===== src/design/dtfs_pkg.sv =====
// shared types, constants and register codes of the delimited text field splitter
`timescale 1ns / 1ps

package dtfs_pkg;

	// default largest delimiter the window can hold
	localparam int MAX_DELIM_BYTES_DEF = 8;

	// line terminator
	localparam logic [7:0] NEWLINE_BYTE = 8'h0A;

	// register file index width and register codes
	localparam int CFG_INDEX_W = 8;
	localparam logic [CFG_INDEX_W-1:0] CFG_SKIP_LINES       = 8'd0;
	localparam logic [CFG_INDEX_W-1:0] CFG_DELIMITER_BYTES  = 8'd1;
	localparam logic [CFG_INDEX_W-1:0] CFG_DELIMITER_LENGTH = 8'd2;
	localparam logic [CFG_INDEX_W-1:0] CFG_COLUMN_COUNT     = 8'd3;

	// register reset values
	localparam logic [15:0] SKIP_LINES_RST       = 16'd0;
	localparam logic [63:0] DELIMITER_BYTES_RST  = 64'd9;
	localparam logic [3:0]  DELIMITER_LENGTH_RST = 4'd1;
	localparam logic [7:0]  COLUMN_COUNT_RST     = 8'd255;

	// result kinds
	typedef enum logic [1:0] {
		KIND_DATA           = 2'd0,
		KIND_FIELD_END      = 2'd1,
		KIND_FIELD_LINE_END = 2'd2,
		KIND_LINE_END       = 2'd3
	} kind_t;

	// controller states
	typedef enum logic [1:0] {
		ST_IDLE,
		ST_SPLIT,
		ST_FLUSH,
		ST_FINISH
	} state_t;

	// controller to datapath commands
	typedef struct packed {
		logic accept;
		logic step;
		logic flush_byte;
		logic flush_end;
		logic finish;
	} cmd_t;

	// datapath to controller status
	typedef struct packed {
		logic skipping;
		logic newline;
		logic loop_go;
		logic fill_zero;
		logic out_free;
		logic hold_valid;
	} status_t;

endpackage


===== src/design/dtfs_ifs.sv =====
// channel interfaces: text input, result output and register writes
`timescale 1ns / 1ps

interface dtfs_text_if;
	logic       valid;
	logic       ready;
	logic [7:0] in_byte;

	modport source (output valid, output in_byte, input ready);
	modport sink (input valid, input in_byte, output ready);
endinterface

interface dtfs_result_if;
	logic       valid;
	logic       ready;
	logic [1:0] kind;
	logic [7:0] out_byte;
	logic [7:0] column;
	logic       last;

	modport source (output valid, output kind, output out_byte, output column, output last,
		input ready);
	modport sink (input valid, input kind, input out_byte, input column, input last,
		output ready);
endinterface

interface dtfs_cfg_if;
	logic                            valid;
	logic                            ready;
	logic [dtfs_pkg::CFG_INDEX_W-1:0] index;
	logic [63:0]                     data;

	modport source (output valid, output index, output data, input ready);
	modport sink (input valid, input index, input data, output ready);
endinterface


===== src/design/dtfs_controller.sv =====
// sequencing state machine of the field splitter
`timescale 1ns / 1ps

module dtfs_controller (
	input  logic              clk,
	input  logic              arst_n,
	input  logic              in_valid,
	output logic              in_ready,
	input  dtfs_pkg::status_t status,
	output dtfs_pkg::cmd_t    cmd
);

	dtfs_pkg::state_t state_q, state_nxt;

	// state register
	always_ff @(posedge clk or negedge arst_n) begin
		if (!arst_n) begin
			state_q <= dtfs_pkg::ST_IDLE;
		end else begin
			state_q <= state_nxt;
		end
	end

	// next state and commands
	always_comb begin
		state_nxt = state_q;
		cmd       = '0;
		in_ready  = 1'b0;
		case (state_q)
			dtfs_pkg::ST_IDLE: begin
				in_ready = 1'b1;
				if (in_valid) begin
					cmd.accept = 1'b1;
					if (status.skipping) begin
						state_nxt = dtfs_pkg::ST_IDLE;
					end else if (status.newline) begin
						state_nxt = dtfs_pkg::ST_FLUSH;
					end else begin
						state_nxt = dtfs_pkg::ST_SPLIT;
					end
				end
			end
			// one match decision per cycle while the output is free, until the window is short
			dtfs_pkg::ST_SPLIT: begin
				if (!status.loop_go) begin
					state_nxt = dtfs_pkg::ST_FINISH;
				end else if (status.out_free) begin
					cmd.step = 1'b1;
				end
			end
			// held bytes out as data, then the line marker
			dtfs_pkg::ST_FLUSH: begin
				if (status.out_free) begin
					if (!status.fill_zero) begin
						cmd.flush_byte = 1'b1;
					end else begin
						cmd.flush_end = 1'b1;
						state_nxt     = dtfs_pkg::ST_FINISH;
					end
				end
			end
			// release the held result tagged as last
			dtfs_pkg::ST_FINISH: begin
				if (!status.hold_valid) begin
					state_nxt = dtfs_pkg::ST_IDLE;
				end else if (status.out_free) begin
					cmd.finish = 1'b1;
					state_nxt  = dtfs_pkg::ST_IDLE;
				end
			end
			default: begin
				state_nxt = dtfs_pkg::ST_IDLE;
			end
		endcase
	end

endmodule


===== src/design/dtfs_datapath.sv =====
// registers, match window, compare and result staging of the field splitter
`timescale 1ns / 1ps

module dtfs_datapath #(
	parameter int MAX_DELIM_BYTES = dtfs_pkg::MAX_DELIM_BYTES_DEF
) (
	input  logic                             clk,
	input  logic                             arst_n,
	input  logic                             cfg_valid,
	input  logic [dtfs_pkg::CFG_INDEX_W-1:0] cfg_index,
	input  logic [63:0]                      cfg_data,
	input  logic [7:0]                       in_byte,
	input  dtfs_pkg::cmd_t                   cmd,
	output dtfs_pkg::status_t                status,
	output logic                             out_valid,
	input  logic                             out_ready,
	output logic [1:0]                       out_kind,
	output logic [7:0]                       out_byte,
	output logic [7:0]                       out_column,
	output logic                             out_last
);

	localparam int FILL_W = $clog2(MAX_DELIM_BYTES + 1);
	localparam int IDX_W  = (MAX_DELIM_BYTES > 1) ? $clog2(MAX_DELIM_BYTES) : 1;
	localparam int SUM_W  = FILL_W + 1;

	// configuration registers
	logic [15:0] skip_q;
	logic [63:0] delim_q;
	logic [3:0]  dlen_q;
	logic [7:0]  cols_q;

	// line state
	logic [7:0]        win_q [MAX_DELIM_BYTES];
	logic [FILL_W-1:0] fill_q;
	logic [7:0]        col_q;
	logic [15:0]       lines_q;

	// held result and output register
	logic                hold_valid_q;
	dtfs_pkg::kind_t     hold_kind_q;
	logic [7:0]          hold_byte_q;
	logic [7:0]          hold_col_q;
	logic                out_valid_q;
	dtfs_pkg::kind_t     out_kind_q;
	logic [7:0]          out_byte_q;
	logic [7:0]          out_col_q;
	logic                out_last_q;

	logic [FILL_W-1:0] len;
	logic              kept;
	logic              hit;
	logic              out_free;
	logic              out_load;
	logic [7:0]        col_inc;
	logic [15:0]       lines_inc;
	logic [7:0]        win_drop1 [MAX_DELIM_BYTES];
	logic [7:0]        win_dropn [MAX_DELIM_BYTES];
	logic              cand_emit;
	dtfs_pkg::kind_t   cand_kind;
	logic [7:0]        cand_byte;

	// register writes, ready is always high
	always_ff @(posedge clk or negedge arst_n) begin
		if (!arst_n) begin
			skip_q  <= dtfs_pkg::SKIP_LINES_RST;
			delim_q <= dtfs_pkg::DELIMITER_BYTES_RST;
			dlen_q  <= dtfs_pkg::DELIMITER_LENGTH_RST;
			cols_q  <= dtfs_pkg::COLUMN_COUNT_RST;
		end else if (cfg_valid) begin
			case (cfg_index)
				dtfs_pkg::CFG_SKIP_LINES:       skip_q  <= cfg_data[15:0];
				dtfs_pkg::CFG_DELIMITER_BYTES:  delim_q <= cfg_data;
				dtfs_pkg::CFG_DELIMITER_LENGTH: dlen_q  <= cfg_data[3:0];
				dtfs_pkg::CFG_COLUMN_COUNT:     cols_q  <= cfg_data[7:0];
				default: begin
				end
			endcase
		end
	end

	// effective delimiter length, clamped to one..max
	always_comb begin
		if (dlen_q == 4'd0) begin
			len = FILL_W'(1);
		end else if (32'(dlen_q) > MAX_DELIM_BYTES) begin
			len = FILL_W'(MAX_DELIM_BYTES);
		end else begin
			len = FILL_W'(dlen_q);
		end
	end

	assign kept      = col_q < cols_q;
	assign col_inc   = (col_q != 8'hFF) ? col_q + 8'd1 : col_q;
	assign lines_inc = (lines_q != 16'hFFFF) ? lines_q + 16'd1 : lines_q;
	assign out_free  = !out_valid_q || out_ready;

	// delimiter compare over the front of the window
	always_comb begin
		hit = 1'b1;
		for (int i = 0; i < MAX_DELIM_BYTES; i++) begin
			if ((SUM_W'(i) < {1'b0, len}) && (win_q[i] != delim_q[8*i +: 8])) begin
				hit = 1'b0;
			end
		end
	end

	// window shifted by one byte and by the delimiter length
	always_comb begin
		logic [SUM_W-1:0] src;
		src = '0;
		for (int i = 0; i < MAX_DELIM_BYTES; i++) begin
			if (i + 1 < MAX_DELIM_BYTES) begin
				win_drop1[i] = win_q[i+1];
			end else begin
				win_drop1[i] = 8'h00;
			end
			src = SUM_W'(i) + {1'b0, len};
			if (src < SUM_W'(MAX_DELIM_BYTES)) begin
				win_dropn[i] = win_q[src[IDX_W-1:0]];
			end else begin
				win_dropn[i] = 8'h00;
			end
		end
	end

	// result candidate of this cycle
	always_comb begin
		cand_emit = 1'b0;
		cand_kind = dtfs_pkg::KIND_DATA;
		cand_byte = 8'h00;
		if (cmd.step) begin
			cand_emit = kept;
			if (hit) begin
				cand_kind = dtfs_pkg::KIND_FIELD_END;
			end else begin
				cand_byte = win_q[0];
			end
		end else if (cmd.flush_byte) begin
			cand_emit = kept;
			cand_byte = win_q[0];
		end else if (cmd.flush_end) begin
			cand_emit = 1'b1;
			cand_kind = kept ? dtfs_pkg::KIND_FIELD_LINE_END : dtfs_pkg::KIND_LINE_END;
		end
	end

	assign out_load = hold_valid_q && (cand_emit || cmd.finish);

	// window, column and line counter updates
	always_ff @(posedge clk or negedge arst_n) begin
		if (!arst_n) begin
			for (int i = 0; i < MAX_DELIM_BYTES; i++) begin
				win_q[i] <= 8'h00;
			end
			fill_q  <= '0;
			col_q   <= '0;
			lines_q <= '0;
		end else if (cmd.accept) begin
			if (status.skipping) begin
				for (int i = 0; i < MAX_DELIM_BYTES; i++) begin
					win_q[i] <= 8'h00;
				end
				fill_q <= '0;
				col_q  <= '0;
				if (status.newline) begin
					lines_q <= lines_inc;
				end
			end else if (!status.newline && (32'(fill_q) < MAX_DELIM_BYTES)) begin
				win_q[fill_q[IDX_W-1:0]] <= in_byte;
				fill_q <= fill_q + FILL_W'(1);
			end
		end else if (cmd.step) begin
			if (hit) begin
				win_q  <= win_dropn;
				fill_q <= fill_q - len;
				col_q  <= col_inc;
			end else begin
				win_q  <= win_drop1;
				fill_q <= fill_q - FILL_W'(1);
			end
		end else if (cmd.flush_byte) begin
			win_q  <= win_drop1;
			fill_q <= fill_q - FILL_W'(1);
		end else if (cmd.flush_end) begin
			for (int i = 0; i < MAX_DELIM_BYTES; i++) begin
				win_q[i] <= 8'h00;
			end
			fill_q  <= '0;
			col_q   <= '0;
			lines_q <= lines_inc;
		end
	end

	// hold stage: a result waits until the next one shows whether it is last
	always_ff @(posedge clk or negedge arst_n) begin
		if (!arst_n) begin
			hold_valid_q <= 1'b0;
		end else if (cand_emit) begin
			hold_valid_q <= 1'b1;
		end else if (cmd.finish) begin
			hold_valid_q <= 1'b0;
		end
	end

	always_ff @(posedge clk) begin
		if (cand_emit) begin
			hold_kind_q <= cand_kind;
			hold_byte_q <= cand_byte;
			hold_col_q  <= col_q;
		end
	end

	// output register and its transfer
	always_ff @(posedge clk or negedge arst_n) begin
		if (!arst_n) begin
			out_valid_q <= 1'b0;
		end else if (out_load) begin
			out_valid_q <= 1'b1;
		end else if (out_ready) begin
			out_valid_q <= 1'b0;
		end
	end

	always_ff @(posedge clk) begin
		if (out_load) begin
			out_kind_q <= hold_kind_q;
			out_byte_q <= hold_byte_q;
			out_col_q  <= hold_col_q;
			out_last_q <= cmd.finish;
		end
	end

	assign out_valid  = out_valid_q;
	assign out_kind   = out_kind_q;
	assign out_byte   = out_byte_q;
	assign out_column = out_col_q;
	assign out_last   = out_last_q;

	// status to the controller
	assign status.skipping   = lines_q < skip_q;
	assign status.newline    = in_byte == dtfs_pkg::NEWLINE_BYTE;
	assign status.loop_go    = fill_q >= len;
	assign status.fill_zero  = fill_q == '0;
	assign status.out_free   = out_free;
	assign status.hold_valid = hold_valid_q;

endmodule


===== src/design/delimited_text_field_splitter.sv =====
// Delimited text field splitter: splits a byte stream into lines and fields.
//
// Channels: text takes one raw byte per transfer; result gives one item per
// transfer (kind, out_byte, column, last); cfg writes one register per
// transfer (index 0 skip_lines, 1 delimiter_bytes, 2 delimiter_length,
// 3 column_count) and is always ready. Write cfg only while the block idles.
// Sequence: a byte of a skipped line is only accepted. Any other non-newline
// byte is accepted, then gets one match decision of the window per step
// (a hit, a data byte or a suppressed byte alike), then a check that the window
// is short and a finish step. A newline is accepted, then each held byte goes
// out as data, then the marker, then the finish step.
// Staging: a result waits in a hold stage and reaches the output register at
// the edge where the next result of the same byte is found; the last one
// gets there with the finish step, after the window check or the line marker.
// A stalled receiver holds the output register and freezes the sequencer;
// the next byte is still accepted once the previous one has finished.
// Reset clears registers to defaults, the window, column and line count.

`timescale 1ns / 1ps

module delimited_text_field_splitter #(
	parameter int MAX_DELIM_BYTES = dtfs_pkg::MAX_DELIM_BYTES_DEF
) (
	input logic          clk,
	input logic          arst_n,
	dtfs_text_if.sink    text,
	dtfs_result_if.source result,
	dtfs_cfg_if.sink     cfg
);

	dtfs_pkg::cmd_t    cmd;
	dtfs_pkg::status_t status;

	assign cfg.ready = 1'b1;

	// sequencer
	dtfs_controller u_ctrl (
		.clk      (clk),
		.arst_n   (arst_n),
		.in_valid (text.valid),
		.in_ready (text.ready),
		.status   (status),
		.cmd      (cmd)
	);

	// window, counters and output staging
	dtfs_datapath #(
		.MAX_DELIM_BYTES (MAX_DELIM_BYTES)
	) u_dp (
		.clk        (clk),
		.arst_n     (arst_n),
		.cfg_valid  (cfg.valid),
		.cfg_index  (cfg.index),
		.cfg_data   (cfg.data),
		.in_byte    (text.in_byte),
		.cmd        (cmd),
		.status     (status),
		.out_valid  (result.valid),
		.out_ready  (result.ready),
		.out_kind   (result.kind),
		.out_byte   (result.out_byte),
		.out_column (result.column),
		.out_last   (result.last)
	);

endmodule


===== src/flat_wrapper.sv =====
// flat-port wrapper written by rule: the top's interface ports become plain ports
module delimited_text_field_splitter_flat 
#(
	parameter int MAX_DELIM_BYTES = dtfs_pkg::MAX_DELIM_BYTES_DEF
)
  (clk, arst_n, text_valid, text_in_byte, text_ready, result_valid, result_kind, result_out_byte, result_column, result_last, result_ready, cfg_valid, cfg_index, cfg_data, cfg_ready);
  dtfs_text_if text_i ();
  dtfs_result_if result_i ();
  dtfs_cfg_if cfg_i ();
  input logic clk;
  input logic arst_n;
  input wire logic [$bits(text_i.valid)-1:0] text_valid;
  input wire logic [$bits(text_i.in_byte)-1:0] text_in_byte;
  output wire logic [$bits(text_i.ready)-1:0] text_ready;
  output wire logic [$bits(result_i.valid)-1:0] result_valid;
  output wire logic [$bits(result_i.kind)-1:0] result_kind;
  output wire logic [$bits(result_i.out_byte)-1:0] result_out_byte;
  output wire logic [$bits(result_i.column)-1:0] result_column;
  output wire logic [$bits(result_i.last)-1:0] result_last;
  input wire logic [$bits(result_i.ready)-1:0] result_ready;
  input wire logic [$bits(cfg_i.valid)-1:0] cfg_valid;
  input wire logic [$bits(cfg_i.index)-1:0] cfg_index;
  input wire logic [$bits(cfg_i.data)-1:0] cfg_data;
  output wire logic [$bits(cfg_i.ready)-1:0] cfg_ready;
  assign text_i.valid = text_valid;
  assign text_i.in_byte = text_in_byte;
  assign text_ready = text_i.ready;
  assign result_valid = result_i.valid;
  assign result_kind = result_i.kind;
  assign result_out_byte = result_i.out_byte;
  assign result_column = result_i.column;
  assign result_last = result_i.last;
  assign result_i.ready = result_ready;
  assign cfg_i.valid = cfg_valid;
  assign cfg_i.index = cfg_index;
  assign cfg_i.data = cfg_data;
  assign cfg_ready = cfg_i.ready;
  delimited_text_field_splitter #(.MAX_DELIM_BYTES(MAX_DELIM_BYTES)) u_core (.clk(clk), .arst_n(arst_n), .text(text_i), .result(result_i), .cfg(cfg_i));
endmodule

===== config.mk =====
export PLATFORM = sky130hd
export DESIGN_NAME = delimited_text_field_splitter_flat
export DESIGN_NICKNAME = d
export VERILOG_FILES = /design/src/design/dtfs_pkg.sv /design/src/design/dtfs_ifs.sv /design/src/design/dtfs_controller.sv /design/src/design/dtfs_datapath.sv /design/src/design/delimited_text_field_splitter.sv /design/src/flat_wrapper.sv
export SDC_FILE = /design/constraint.sdc
export NUM_CORES = 1
export LEC_CHECK = 0
export BUFFER_PORTS_ARGS = -buffer_cell sky130_fd_sc_hd__buf_2
export CAP_MARGIN = 0
export CORE_ASPECT_RATIO = 0.6
export CORE_MARGIN = 1.5
export CORE_UTILIZATION = 37
export CTS_CLUSTER_SIZE = 24
export DETAILED_ROUTE_END_ITERATION = 10
export SETUP_SLACK_MARGIN = 0.05
export SYNTH_ARGS = -nofsm -noshare
export SYNTH_HDL_FRONTEND = slang
export SYNTH_SLANG_ARGS = --single-unit

===== constraint.sdc =====
create_clock -name clk -period 5.05 [get_ports clk]
set_clock_uncertainty 0.05 [all_clocks]
set_input_delay 1.515 -clock clk [delete_from_list [all_inputs] [get_ports clk]]
set_output_delay 1.515 -clock clk [all_outputs]
set_load 0.05 [all_outputs]

==> run metrics <==
WL met1 21.1 mm; Slew @ Worst Pin about 1300 ps; final setup TNS 0 ps; metal3 WL 7.09 mm; worst path required time 5410 ps; I/O Pins around 110; DR DRC count 0; placement row count 53; die height approximately 150 um; Reg2Reg Depth 9; Hold/Removal Path Class reg -> reg; DR WL met2 roughly 17 mm; DP HPWL around 35 mm; Cells after DPL 1801; Mapped Cells roughly 1200; vias in the first global route 10164; Yosys warnings 0; multi-input logic area 6860 um2; flops & latches, synth about 230; Netlist cell types 80; TritonCTS Buffers 23; Mapped Avg Cell Area between 10 and 15 um2; Post-DP Area 14400 um2; Syn-to-layout area delta 15.4%; Post-CTS Setup Inserts 0; routed len/inst ~25 um; gr usage total 25.0%; number of fill cells in the layout between 3000 and 4000; Starting Density a little under two fifths; drt total wl 45.6 mm; final hold violation count 0; Final WS setup between 1000 and 1500 ps; Lkg Pwr 6.67 nW; asr flop ratio synth a little over four fifths; Seq/Total Area, Yosys between 40% and 50%; Final Wtd Congestion around 1; maximum clock rate ~0.25 GHz; post-route ant nets 0; Root Buffer clkbuf_16; # Max-Cap Violations 0; DIE WIDTH ~250 um; critical path endpoint category flop; Final setup viols 0; Post-Place Worst Slack ~1000 ps; Startpoint Class flop; Final nets 1481; status finished, final reports clean; CTS tree yes; area of the core between 30000 and 40000 um2; Final Max Slew Viols 0; finished layout cell area about 15000 um2; hold path startpoint u_core.u_dp.hold_kind_q[0]$_DFFE_PP_; Setup Crit Path Kind reg -> reg; P per Cell Area 556 nW/um2; global route overflow 0; Clk Latency, worst-skew pair between 500 and 600 ps; CTS Hold Bufs 0; Syn Std Cell Area 13200 um2; Post-synth EDFFs 37; Syn Nets 1368; IO Port Bufs between 100 and 150; Clock Path Buffers 3; RR Startpoint u_core.u_dp.win_drop1[49]$_DFFE_PN0P_; crit path from u_core.u_dp.win_drop1[49]$_DFFE_PN0P_; initial antenna violation count 4; Slew headroom 13.3%; H-Tree Depth 1; ratio of cells with drive above 1 in the final layout between 20% and 30%; Hold Path Sink u_core.u_dp.out_kind[0]$_DFFE_PP_; pin count of the biggest net entering global routing 65; clock transition at the registers of the reported paths roughly 60 ps; Resize count post-CTS 0; Critical Path Fanout Max 22; first-pass GRT wire length between 60 and 70 mm; reg2reg end u_core.u_dp.win_q[56]$_DFFE_PN0P_; Tmin final 3970 ps; maximum vdd drop 315 uV; top routing layer in use met5; Vias/cell approximately 5.9; r2r setup slk approximately 1100 ps; FF+latch area approximately 5800 um2; Post-Layout Cell Count between 1500 and 2000; Pre-antenna DRT Iters 6; Initial DRC Count 1359; unrepaired setup endpoints after global routing false; area of the die about 37000 um2; Tcrit/Tclk final about four fifths; CTS Sinks ~230; Vias between 10000 and 15000; Most used DFF post-synth dfrtp_1; WP data arrival 4330 ps; Hold Path Depth 0
## cell usage after synthesis, types with 20 or more instances
master    number  area, um2
edfxtp_1      37       1110
clkbuf_1      38        143
o21ai_0       57        285
o21ai_1       45        225
xor2_1        44        385
mux4_2        20        450
inv_1         45        169
a21oi_1       59        295
a31oi_1       45        282
dfrtp_1      177       4430
nand3_1       22        110
nor2_1        75        282
xnor2_1       38        333
nand2_1      110        413
ha_1          36        450
mux2_2        95       1070
mux2i_1       43        430
## critical path: stages, from the launching register on
cell and delay [ps]:
dfrtp_1 530, xor2_1 210, nor4_1 810, a22oi_1 270, nor4_4 430, nand4_4 260
a21o_2 480, buf_12 250, a222oi_1 450, o21ai_1 100
## registers in the layout, indices dropped and copies added (netlist names), 16 cells and up
| name | count |
|---|---|
| u_core.u_dp.skip_q | 16 |
| u_core.u_dp.win_drop1 | 56 |
| u_core.u_dp.lines_q | 16 |
| u_core.u_dp.delim_q | 64 |
## cells by family (layout without fill, tap and decap cells)
| kind of cell | Yosys count | count (layout) | synth area share (%) |
|---|---|---|---|
| DFF | 225 | 225 | 44.3 |
| adders and majority gates | 37 | 37 | 3.58 |
| other | 1 | 2 | 0.0285 |
| muxes | 158 | 158 | 14.8 |
| xor gates and xnor gates | 82 | 82 | 5.46 |
| and+or+nand+nor | 317 | 317 | 12.1 |
| buffers and inverters | 113 | 242 | 3.77 |
| AOI/OAI and AO/OA | 313 | 313 | 15.9 |
## power by group
part           switching, mW  leakage (nW)  internal (mW)
sequential             0.688          2.77           2.30
clock                  0.757         0.378           1.04
combinational           2.35          3.52           1.32
total                   3.80          6.67           4.65
## worst max path at each step
stage / end / cells after the start
3_3_place_gp: u_core.u_dp.fill_q[1]$_DFFE_PN0P_ / 10
4_1_cts: u_core.u_dp.win_q[56]$_DFFE_PN0P_ / 9
5_1_grt: u_core.u_dp.win_drop1[45]$_DFFE_PN0P_ / 13
2_1_floorplan: u_core.u_dp.out_byte[0]$_DFFE_PP_ / 14
6_report: u_core.u_dp.win_q[56]$_DFFE_PN0P_ / 9
3_5_place_dp: u_core.u_dp.win_drop1[45]$_DFFE_PN0P_ / 9
## layout by cell type, fill, tap and decap left out, drive strengths merged, types with 8 or more instances in the layout
cell / instances
inv: 49
a21oi: 62
ha: 36
clkbuf: 30
xor2: 44
a221oi: 15
nor2: 78
mux2i: 43
mux2: 95
a211oi: 16
mux4: 20
buf: 154
dfstp: 11
a22o: 11
nand4: 12
nor4: 20
o21ai: 102
o21a: 8
edfxtp: 37
and2: 12
dfrtp: 177
nor3: 12
xnor2: 38
nand3: 22
nand2: 110
nor2b: 14
a31oi: 46
## routing by layer
layer	global-route usage (%)	up-vias
met5	1.87	-
met4	3.60	2
met3	12.3	67
met2	31.0	624
met1	38.2	5362
li1	-	4822
## stage by stage
step,power (mW),hold slack [ps],utilization [%]
finish,8.45,368,43.4
CTS,8.34,370,43.4
global route,8.82,373,43.4
floorplan,5.14,350,-
global placement,6.48,353,41.1
detailed placement,6.52,355,41.1
## final cells by class
type	instances	area share, %
Tap cell	467	3.85
Timing Repair Buffer	155	6.32
Multi-Input combinational cell	908	45.2
Clock buffer	29	4.14
Sequential cell	225	38.4
Antenna cell	1	0.0165
Inverter	46	1.14
Clock inverter	12	0.989
(Power assumes the default switching activity.)
